File: src/pnrc_pkg.sv
`default_nettype none

package pnrc_pkg;

    // Controller phases; the numeric value is the reported state code
    typedef enum logic [2:0] {
        PH_IDLE      = 3'd0,
        PH_SENDING   = 3'd1,
        PH_LISTENING = 3'd2,
        PH_WAITING   = 3'd3,
        PH_AWAITING  = 3'd4,
        PH_PAIRED    = 3'd5,
        PH_FAILED    = 3'd6
    } phase_t;

    // Request kind
    localparam logic FUNC_POLL  = 1'b0;
    localparam logic FUNC_START = 1'b1;

    // Transmit status
    localparam logic [1:0] TXS_PENDING  = 2'd0;
    localparam logic [1:0] TXS_COMPLETE = 2'd1;
    localparam logic [1:0] TXS_ERROR    = 2'd2;

    // Receive events
    localparam logic [2:0] RX_NONE  = 3'd0;
    localparam logic [2:0] RX_ERROR = 3'd1;
    localparam logic [2:0] RX_OFFER = 3'd2;
    localparam logic [2:0] RX_DONE  = 3'd3;

    // Offer check outcome
    localparam logic [1:0] OFFER_REFUSED  = 2'd1;
    localparam logic [1:0] OFFER_ACCEPTED = 2'd2;

    // Binding store outcome
    localparam logic [1:0] STORE_ACTIVATE_FAIL = 2'd1;
    localparam logic [1:0] STORE_OK            = 2'd2;

    // Result codes
    localparam logic [1:0] SEND_NONE    = 2'd0;
    localparam logic [1:0] SEND_REQUEST = 2'd1;
    localparam logic [1:0] SEND_CONFIRM = 2'd2;

    localparam logic [1:0] BIND_NONE    = 2'd0;
    localparam logic [1:0] BIND_ACTIVE  = 2'd1;
    localparam logic [1:0] BIND_REVOKED = 2'd2;

    // Configuration register indexes
    localparam logic [2:0] CFG_DEADLINE   = 3'd0;
    localparam logic [2:0] CFG_TX_TIMEOUT = 3'd1;
    localparam logic [2:0] CFG_LISTEN     = 3'd2;
    localparam logic [2:0] CFG_RETRY_MAX  = 3'd3;
    localparam logic [2:0] CFG_CONF_LIMIT = 3'd4;

    // Configuration reset values
    localparam logic [31:0] DEADLINE_RST   = 32'd60000;
    localparam logic [31:0] TX_TIMEOUT_RST = 32'd1000;
    localparam logic [31:0] LISTEN_RST     = 32'd500;
    localparam logic [31:0] RETRY_MAX_RST  = 32'd2000;
    localparam logic [7:0]  CONF_LIMIT_RST = 8'd3;

    typedef struct packed {
        logic [31:0] deadline_ms;
        logic [31:0] transmit_timeout_ms;
        logic [31:0] listen_ms;
        logic [31:0] retry_max_ms;
        logic [7:0]  confirm_limit;
    } cfg_t;

    typedef struct packed {
        phase_t      phase;
        logic        after_send;   // 1: completed send leads to awaiting done
        logic [31:0] started_time;
        logic [31:0] phase_time;
        logic [31:0] wait_length;
        logic [7:0]  confirm_count;
    } ctx_t;

    typedef struct packed {
        logic        func;
        logic [31:0] now_ms;
        logic        start_ready;
        logic        tx_start_ok;
        logic [1:0]  tx_status;
        logic [2:0]  rx_event;
        logic [1:0]  offer_check;
        logic [1:0]  store_result;
        logic        jitter_ok;
        logic [31:0] jitter_ms;
    } item_t;

    typedef struct packed {
        phase_t     phase;
        logic [1:0] send_frame;
        logic [1:0] binding_action;
    } res_t;

endpackage

`default_nettype wire

File: src/pnrc_cfg.sv
`default_nettype none

module pnrc_cfg (
    input  wire logic           clk,
    input  wire logic           rst_n,
    input  wire logic           cfg_we,
    input  wire logic [2:0]     cfg_index,
    input  wire logic [31:0]    cfg_data,
    output pnrc_pkg::cfg_t      cfg
);
    import pnrc_pkg::*;

    cfg_t cfg_reg;

    always_ff @(posedge clk or negedge rst_n)
    begin
        if (!rst_n)
        begin
            cfg_reg.deadline_ms         <= DEADLINE_RST;
            cfg_reg.transmit_timeout_ms <= TX_TIMEOUT_RST;
            cfg_reg.listen_ms           <= LISTEN_RST;
            cfg_reg.retry_max_ms        <= RETRY_MAX_RST;
            cfg_reg.confirm_limit       <= CONF_LIMIT_RST;
        end
        else if (cfg_we)
        begin
            unique case (cfg_index)
                CFG_DEADLINE:   cfg_reg.deadline_ms         <= cfg_data;
                CFG_TX_TIMEOUT: cfg_reg.transmit_timeout_ms <= cfg_data;
                CFG_LISTEN:     cfg_reg.listen_ms           <= cfg_data;
                CFG_RETRY_MAX:  cfg_reg.retry_max_ms        <= cfg_data;
                CFG_CONF_LIMIT: cfg_reg.confirm_limit       <= cfg_data[7:0];
                default: ;  // unused index, dropped
            endcase
        end
    end

    assign cfg = cfg_reg;

endmodule

`default_nettype wire

File: src/pnrc_fsm.sv
`default_nettype none

module pnrc_fsm (
    input  pnrc_pkg::cfg_t  cfg,
    input  pnrc_pkg::ctx_t  cur,
    input  pnrc_pkg::item_t item,
    output pnrc_pkg::ctx_t  nxt,
    output pnrc_pkg::res_t  res
);
    import pnrc_pkg::*;

    logic [31:0] since_start;
    logic [31:0] since_phase;
    logic [31:0] limit_ms;
    logic        deadline_hit;
    logic        phase_expired;

    assign since_start  = item.now_ms - cur.started_time;
    assign since_phase  = item.now_ms - cur.phase_time;
    assign deadline_hit = (since_start >= cfg.deadline_ms);

    // one shared compare against the phase's own limit
    always_comb
    begin
        case (cur.phase)
            PH_SENDING: limit_ms = cfg.transmit_timeout_ms;
            PH_WAITING: limit_ms = cur.wait_length;
            default:    limit_ms = cfg.listen_ms;
        endcase
    end

    assign phase_expired = (since_phase >= limit_ms);

    always_comb
    begin
        nxt                = cur;
        res.send_frame     = SEND_NONE;
        res.binding_action = BIND_NONE;

        if (item.func == FUNC_START)
        begin
            if (cur.phase != PH_IDLE || !item.start_ready)
            begin
                nxt.phase = PH_FAILED;
            end
            else
            begin
                nxt.started_time = item.now_ms;
                nxt.phase_time   = item.now_ms;
                if (!item.tx_start_ok)
                begin
                    nxt.phase = PH_FAILED;
                end
                else
                begin
                    nxt.phase      = PH_SENDING;
                    nxt.after_send = 1'b0;
                    res.send_frame = SEND_REQUEST;
                end
            end
        end
        else
        begin
            unique case (cur.phase)
                PH_SENDING:
                begin
                    if (deadline_hit)
                    begin
                        nxt.phase = PH_FAILED;
                    end
                    else if (item.tx_status == TXS_ERROR ||
                             (item.tx_status == TXS_PENDING && phase_expired))
                    begin
                        nxt.phase = PH_FAILED;
                    end
                    else if (item.tx_status == TXS_COMPLETE)
                    begin
                        nxt.phase      = cur.after_send ? PH_AWAITING : PH_LISTENING;
                        nxt.phase_time = item.now_ms;
                    end
                end
                PH_WAITING:
                begin
                    if (deadline_hit)
                    begin
                        nxt.phase = PH_FAILED;
                    end
                    else if (phase_expired)
                    begin
                        nxt.phase_time = item.now_ms;
                        if (!item.tx_start_ok)
                        begin
                            nxt.phase = PH_FAILED;
                        end
                        else
                        begin
                            nxt.phase      = PH_SENDING;
                            nxt.after_send = 1'b0;
                            res.send_frame = SEND_REQUEST;
                        end
                    end
                end
                PH_LISTENING, PH_AWAITING:
                begin
                    if (deadline_hit || item.rx_event == RX_ERROR)
                    begin
                        nxt.phase = PH_FAILED;
                    end
                    else if (item.rx_event == RX_OFFER && cur.phase == PH_LISTENING)
                    begin
                        // an offer ends the step; unknown check codes keep listening
                        if (item.offer_check == OFFER_REFUSED)
                        begin
                            nxt.phase = PH_FAILED;
                        end
                        else if (item.offer_check == OFFER_ACCEPTED)
                        begin
                            nxt.confirm_count = 8'd1;
                            nxt.phase_time    = item.now_ms;
                            if (!item.tx_start_ok)
                            begin
                                nxt.phase = PH_FAILED;
                            end
                            else
                            begin
                                nxt.phase      = PH_SENDING;
                                nxt.after_send = 1'b1;
                                res.send_frame = SEND_CONFIRM;
                            end
                        end
                    end
                    else if (item.rx_event == RX_DONE && cur.phase == PH_AWAITING)
                    begin
                        if (item.store_result == STORE_OK)
                        begin
                            nxt.phase          = PH_PAIRED;
                            res.binding_action = BIND_ACTIVE;
                        end
                        else
                        begin
                            if (item.store_result == STORE_ACTIVATE_FAIL)
                                res.binding_action = BIND_REVOKED;
                            nxt.phase = PH_FAILED;
                        end
                    end
                    else if (phase_expired)
                    begin
                        if (cur.phase == PH_AWAITING)
                        begin
                            if (cur.confirm_count >= cfg.confirm_limit)
                            begin
                                nxt.phase = PH_FAILED;
                            end
                            else
                            begin
                                nxt.confirm_count = cur.confirm_count + 8'd1;
                                nxt.phase_time    = item.now_ms;
                                if (!item.tx_start_ok)
                                begin
                                    nxt.phase = PH_FAILED;
                                end
                                else
                                begin
                                    nxt.phase      = PH_SENDING;
                                    nxt.after_send = 1'b1;
                                    res.send_frame = SEND_CONFIRM;
                                end
                            end
                        end
                        else
                        begin
                            nxt.wait_length = item.jitter_ok ? item.jitter_ms
                                                             : cfg.retry_max_ms;
                            nxt.phase_time  = item.now_ms;
                            nxt.phase       = PH_WAITING;
                        end
                    end
                end
                default: ;  // idle, paired, failed: polls change nothing
            endcase
        end

        res.phase = nxt.phase;
    end

endmodule

`default_nettype wire

File: src/pairing_node_retry_controller_unit.sv
// Pairing node retry controller: the node side of a pairing exchange as a
// seven-state machine (idle, sending, listening, waiting, awaiting done,
// paired, failed). Each input word is a start or a poll carrying the current
// wrapping millisecond time plus the pass/fail flags from the radio, the
// crypto checks, the binding store and the jitter source; each word produces
// exactly one result word with the state after the step, the frame whose
// transmit was started (if any) and the binding commit or revoke (if any).
// Throughput is one word per cycle unless out_ready back-pressure stalls it: a
// word sits in the input register while a single pass of next-state logic (two
// 32-bit wrapping subtract/compares against the deadline and the active phase
// timer) updates the context and loads the result register once that register
// frees up. Configuration is written through cfg_we / cfg_index / cfg_data and
// must only change while the block is idle.
`default_nettype none

module pairing_node_retry_controller_unit (
    input  wire logic        clk,
    input  wire logic        rst_n,

    // configuration write port
    input  wire logic        cfg_we,
    input  wire logic [2:0]  cfg_index,
    input  wire logic [31:0] cfg_data,

    // input word
    input  wire logic        in_valid,
    output wire logic        in_ready,
    input  wire logic        func,
    input  wire logic [31:0] now_ms,
    input  wire logic        start_ready,
    input  wire logic        tx_start_ok,
    input  wire logic [1:0]  tx_status,
    input  wire logic [2:0]  rx_event,
    input  wire logic [1:0]  offer_check,
    input  wire logic [1:0]  store_result,
    input  wire logic        jitter_ok,
    input  wire logic [31:0] jitter_ms,

    // result word
    output wire logic        out_valid,
    input  wire logic        out_ready,
    output wire logic [2:0]  state_code,
    output wire logic [1:0]  send_frame,
    output wire logic [1:0]  binding_action
);
    import pnrc_pkg::*;

    cfg_t  cfg;
    item_t item_reg;
    logic  in_valid_reg;
    ctx_t  ctx_reg;
    ctx_t  ctx_next;
    res_t  res_next;
    res_t  res_reg;
    logic  out_valid_reg;
    logic  advance;

    // Result register frees up when empty or being drained this cycle
    assign advance  = !out_valid_reg || out_ready;
    assign in_ready = !in_valid_reg || advance;

    pnrc_cfg u_cfg (
        .clk       (clk),
        .rst_n     (rst_n),
        .cfg_we    (cfg_we),
        .cfg_index (cfg_index),
        .cfg_data  (cfg_data),
        .cfg       (cfg)
    );

    pnrc_fsm u_fsm (
        .cfg  (cfg),
        .cur  (ctx_reg),
        .item (item_reg),
        .nxt  (ctx_next),
        .res  (res_next)
    );

    // Input register: payload needs no reset
    always_ff @(posedge clk)
    begin
        if (in_valid && in_ready)
        begin
            item_reg.func         <= func;
            item_reg.now_ms       <= now_ms;
            item_reg.start_ready  <= start_ready;
            item_reg.tx_start_ok  <= tx_start_ok;
            item_reg.tx_status    <= tx_status;
            item_reg.rx_event     <= rx_event;
            item_reg.offer_check  <= offer_check;
            item_reg.store_result <= store_result;
            item_reg.jitter_ok    <= jitter_ok;
            item_reg.jitter_ms    <= jitter_ms;
        end
    end

    always_ff @(posedge clk or negedge rst_n)
    begin
        if (!rst_n)
        begin
            in_valid_reg <= 1'b0;
        end
        else if (in_ready)
        begin
            in_valid_reg <= in_valid;
        end
    end

    // Context and result update when the staged word moves on
    always_ff @(posedge clk or negedge rst_n)
    begin
        if (!rst_n)
        begin
            ctx_reg.phase         <= PH_IDLE;
            ctx_reg.after_send    <= 1'b0;
            ctx_reg.started_time  <= '0;
            ctx_reg.phase_time    <= '0;
            ctx_reg.wait_length   <= '0;
            ctx_reg.confirm_count <= '0;
            out_valid_reg         <= 1'b0;
        end
        else if (advance)
        begin
            out_valid_reg <= in_valid_reg;
            if (in_valid_reg)
                ctx_reg <= ctx_next;
        end
    end

    always_ff @(posedge clk)
    begin
        if (advance && in_valid_reg)
            res_reg <= res_next;
    end

    assign out_valid      = out_valid_reg;
    assign state_code     = res_reg.phase;
    assign send_frame     = res_reg.send_frame;
    assign binding_action = res_reg.binding_action;

`ifndef SYNTHESIS
    // A started transmit always leaves the controller in sending
    a_send_in_sending: assert property (@(posedge clk) disable iff (!rst_n)
        out_valid && send_frame != SEND_NONE |-> state_code == PH_SENDING)
        else $error("transmit reported outside sending state");

    // Binding commit only on pairing success, revoke only on failure
    a_bind_active: assert property (@(posedge clk) disable iff (!rst_n)
        out_valid && binding_action == BIND_ACTIVE |-> state_code == PH_PAIRED)
        else $error("binding committed without pairing");

    a_bind_revoke: assert property (@(posedge clk) disable iff (!rst_n)
        out_valid && binding_action == BIND_REVOKED |-> state_code == PH_FAILED)
        else $error("binding revoked without failure");

    // The reported state matches the context the word left behind
    a_state_tracks_ctx: assert property (@(posedge clk) disable iff (!rst_n)
        advance && in_valid_reg |=> state_code == ctx_reg.phase)
        else $error("reported state differs from context");
`endif

endmodule

`default_nettype wire
File: config.mk
export PLATFORM = sky130hd
export DESIGN_NAME = pairing_node_retry_controller_unit
export DESIGN_NICKNAME = d
export VERILOG_FILES = /design/src/pnrc_pkg.sv /design/src/pnrc_cfg.sv /design/src/pnrc_fsm.sv /design/src/pairing_node_retry_controller_unit.sv
export SDC_FILE = /design/constraint.sdc
export NUM_CORES = 1
export LEC_CHECK = 0
export ABC_AREA = 1
export BUFFER_PORTS_ARGS = -buffer_cell sky130_fd_sc_hd__buf_2
export CAP_MARGIN = 20
export CORE_UTILIZATION = 50
export DETAILED_ROUTE_END_ITERATION = 6
export GPL_TIMING_DRIVEN = 0
export PLACE_DENSITY = 0.66
export SYNTH_ARGS = -nofsm -noshare
export SYNTH_HDL_FRONTEND = slang
export SYNTH_SLANG_ARGS = --single-unit
File: constraint.sdc
create_clock -name clk -period 13.3 [get_ports clk]
set_clock_uncertainty 0.2 [all_clocks]
set_input_delay 1.995 -clock clk [delete_from_list [all_inputs] [get_ports clk]]
set_output_delay 1.995 -clock clk [all_outputs]
set_load 0.02 [all_outputs]
==> flow_summary.toml <==
[global_route]
antenna_found_initial = 1
grtUsageTotal_pct = 26.7
grt_max_degree = 89
grt_pass1_wl_mm = 75.5
grt_overflow_total = 0
grt_pass1_vias = 14200

[yosys]
syn-cell-area_mm2 = 0.0181
synth_fp_nets = 2350
synth_warnings = 0
seq_area_frac_synth_pct = 48.2
synth.largest_area_cell = "dfrtp_1"
ys_async_sr_fraction_pct = 74.5
synthCells = 2096
ys_top_cells_by_area = "dfrtp_1 (30%), edfxtp_1 (14%), nand2_1 (9.9%), ha_1 (9.3%), o21ai_0 (7.2%)"
synth_edf_count = 84
ys.flop_type = "dfrtp_1"
ys_ff_latch = 330
synth.avg_cell_area_um2 = 8.62
synthTopCellsByCount = "nand2_1 (475), inv_1 (301), o21ai_0 (261), dfrtp_1 (219), ha_1 (135)"
yosysTopAreaCellShare_pct = 30.3
post_synth_num_cell_types = 44
yosysMostFrequentCell = "nand2_1"

[cells_and_area]
drive_gt1_share_pct = 10.4
final_net_count = 2520
syn2layout_area_growth_pct = 14.4
largest_reg_flops = 136
fin_util_pct = 58.1
fin_cells = 2757

[sta]
max_freq_mhz = 166
layout_min_cycle_time_ns = 6.01
setup_tns_ns = 0
hold_viol = 0
timing_worst_slew_pin_value_ns = 0.836
finalMaxSlewViolations = 0
fin_crit_sh_pct = 45.2
maxSlewHeadroom_pct = 43.8
grt_setup_unrepaired = "false"
setup_viol = 0

[route]
drtAntennaViolNets = 0
avgViaCountPerCell = 5.32
wl_per_cell_um = 17.1
num_vias = 14700
drtPass1Iterations = 5
drc_errors = 0
drt_wl_total_mm = 47.2
drt_iter0_drc = 1014

[worst_setup_path]
cp.arrival_ns = 6.25
worst-r2r-setup-slack_ns = 7.29
crit_slowest_cell = "fa_1"
cp_num_buf_inv = 4
worstPathMaxFanout = 10
crit_required_ns = 13.54
timing_worst_setup_path_type = "flop to flop"
start_kind = "flop"
worst_path_dominant_cell_family = "simple AND/OR/NAND/NOR gates"
slowest_delay_ns = 0.42
endpoint_kind = "flop"

[pwr]
peakVddDrop_mv = 0.156
power.leakage_uw = 0.00986
powerDensity_mw_per_mm2 = 236

[clock_network]
cts_tree = "done"
insertion_delay_ns = 0.57
htreeDepth = 2
cts_setup_buffers = 0
cts_inserted_buffers = 38
cts.sinks = 330
clk_pin_slew_worst_paths_ns = 0.06
cts_buffer_depth = 3
cts.hold.buffers_added = 0
ctsResizeCount = 0
root_buffer = "clkbuf_16"

[floorplan]
rows = 69
pin_count = 126
initial_utilization_pct = 50.8
core_area_mm2 = 0.0356
dieArea_mm2 = 0.0369
die_w_um = 192
dieHeight_um = 192

[place]
numPortBuffers = 125
place_congestion = 0.908
dp_hpwl_mm = 37.0
place_inst = 2687

[job]
drv_cap = 0

[hold_path]
min_path_type = "flop to flop"

[status]
status = "complete, no violations"
metal layers:
layer  share of wire [%]  GRT usage, %  wire length [µm]
met1                  47          38.2             22300
met2                  43          40.4             20400
met3                 6.6          5.34              3100
met4                 3.0          8.78              1400
met5                   0             0                 0
worst paths after layout:
kind,cells after the start,endpoint,startpoint
setup / recovery,26,ctx_reg[41],item_reg[44]
hold / removal,2,u_cfg.cfg[105],u_cfg.cfg[105]
setup reg to reg,26,ctx_reg[41],item_reg[44]
hold reg to reg,2,u_cfg.cfg[105],u_cfg.cfg[105]
max in group asynchronous,3,u_cfg.cfg[62],rst_n
min in group asynchronous,1,ctx_reg[80],rst_n
placed cells by master (no fill, tap or decap), types with 5 or more instances in the layout:
cell type  count
inv_1        300
nand4_1       17
nor2_1        97
clkbuf_1      59
clkbuf_16     42
o211ai_1      40
nand2_1      475
a21oi_1      118
o21bai_1       6
o21a_1         5
o21ai_1       32
nand3_1       52
xnor2_1       19
o221ai_1      32
xor2_1        46
buf_2        134
ha_1         135
nor3_1        25
dfrtp_1      219
clkinv_2       8
edfxtp_1      84
o21ai_0      261
dfstp_2       27
report_power, final:
group          switching (µW)  internal, µW
clock                     433           640
sequential                106          1310
combinational            1540           850
total                    2080          2800
layout make-up:
| cell class | instances | area [µm²] |
|---|---|---|
| well taps | 461 | 577 |
| flip-flops and latches | 330 | 8710 |
| clock buffers | 56 | 1140 |
| fillers | 3234 | 14900 |
| clock inverters | 13 | 144 |
| diodes | 1 | 2.50 |
| plain buffers | 60 | 238 |
| multi-input cells | 1400 | 7970 |
| repair buffers | 130 | 729 |
| inverters | 306 | 1150 |
kinds of logic after synthesis:
group	synth area share, %
simple gates	15.6
compound gates	15.8
buf+inv	7.67
flops	48.2
fa+ha+maj	9.57
xor+xnor	3.15
mux	0.0623
worst reg2reg max path: stages, from the launching register on:
cell and delay (ns):
edfxtp_1 0.38, inv_1 0.17, ha_1 0.18, inv_1 0.08, fa_1 0.42, nand3_1 0.09, nand2_1 0.09, a21oi_1 0.37
o21ai_0 0.34, nand3_1 0.17, nand3_1 0.13, nand3_1 0.10, nand2_1 0.09, a211oi_1 0.28, xor2_1 0.35, ha_1 0.31
nand2_1 0.09, nor2_1 0.06, nand4_1 0.12, inv_1 0.06, a21oi_1 0.24, nand4_1 0.34, nand2_1 0.18, o211ai_1 0.15
nor3_4 0.39, buf_2 0.40, o21ai_1 0.11
per-stage QoR:
step           power (µW)  hold WS [ns]  setup WS, ns  cell area [µm²]
3_5_place_dp         3780         0.273          7.36            19400
2_1_floorplan        3110         0.253          8.83            18100
5_1_grt              5330         0.305          6.75            20700
6_report             4870         0.285          7.29            20700
3_3_place_gp         3720         0.258          5.61            19300
4_1_cts              4880         0.288          7.33            20700
No activity file was read; power rests on OpenSTA's default activity.
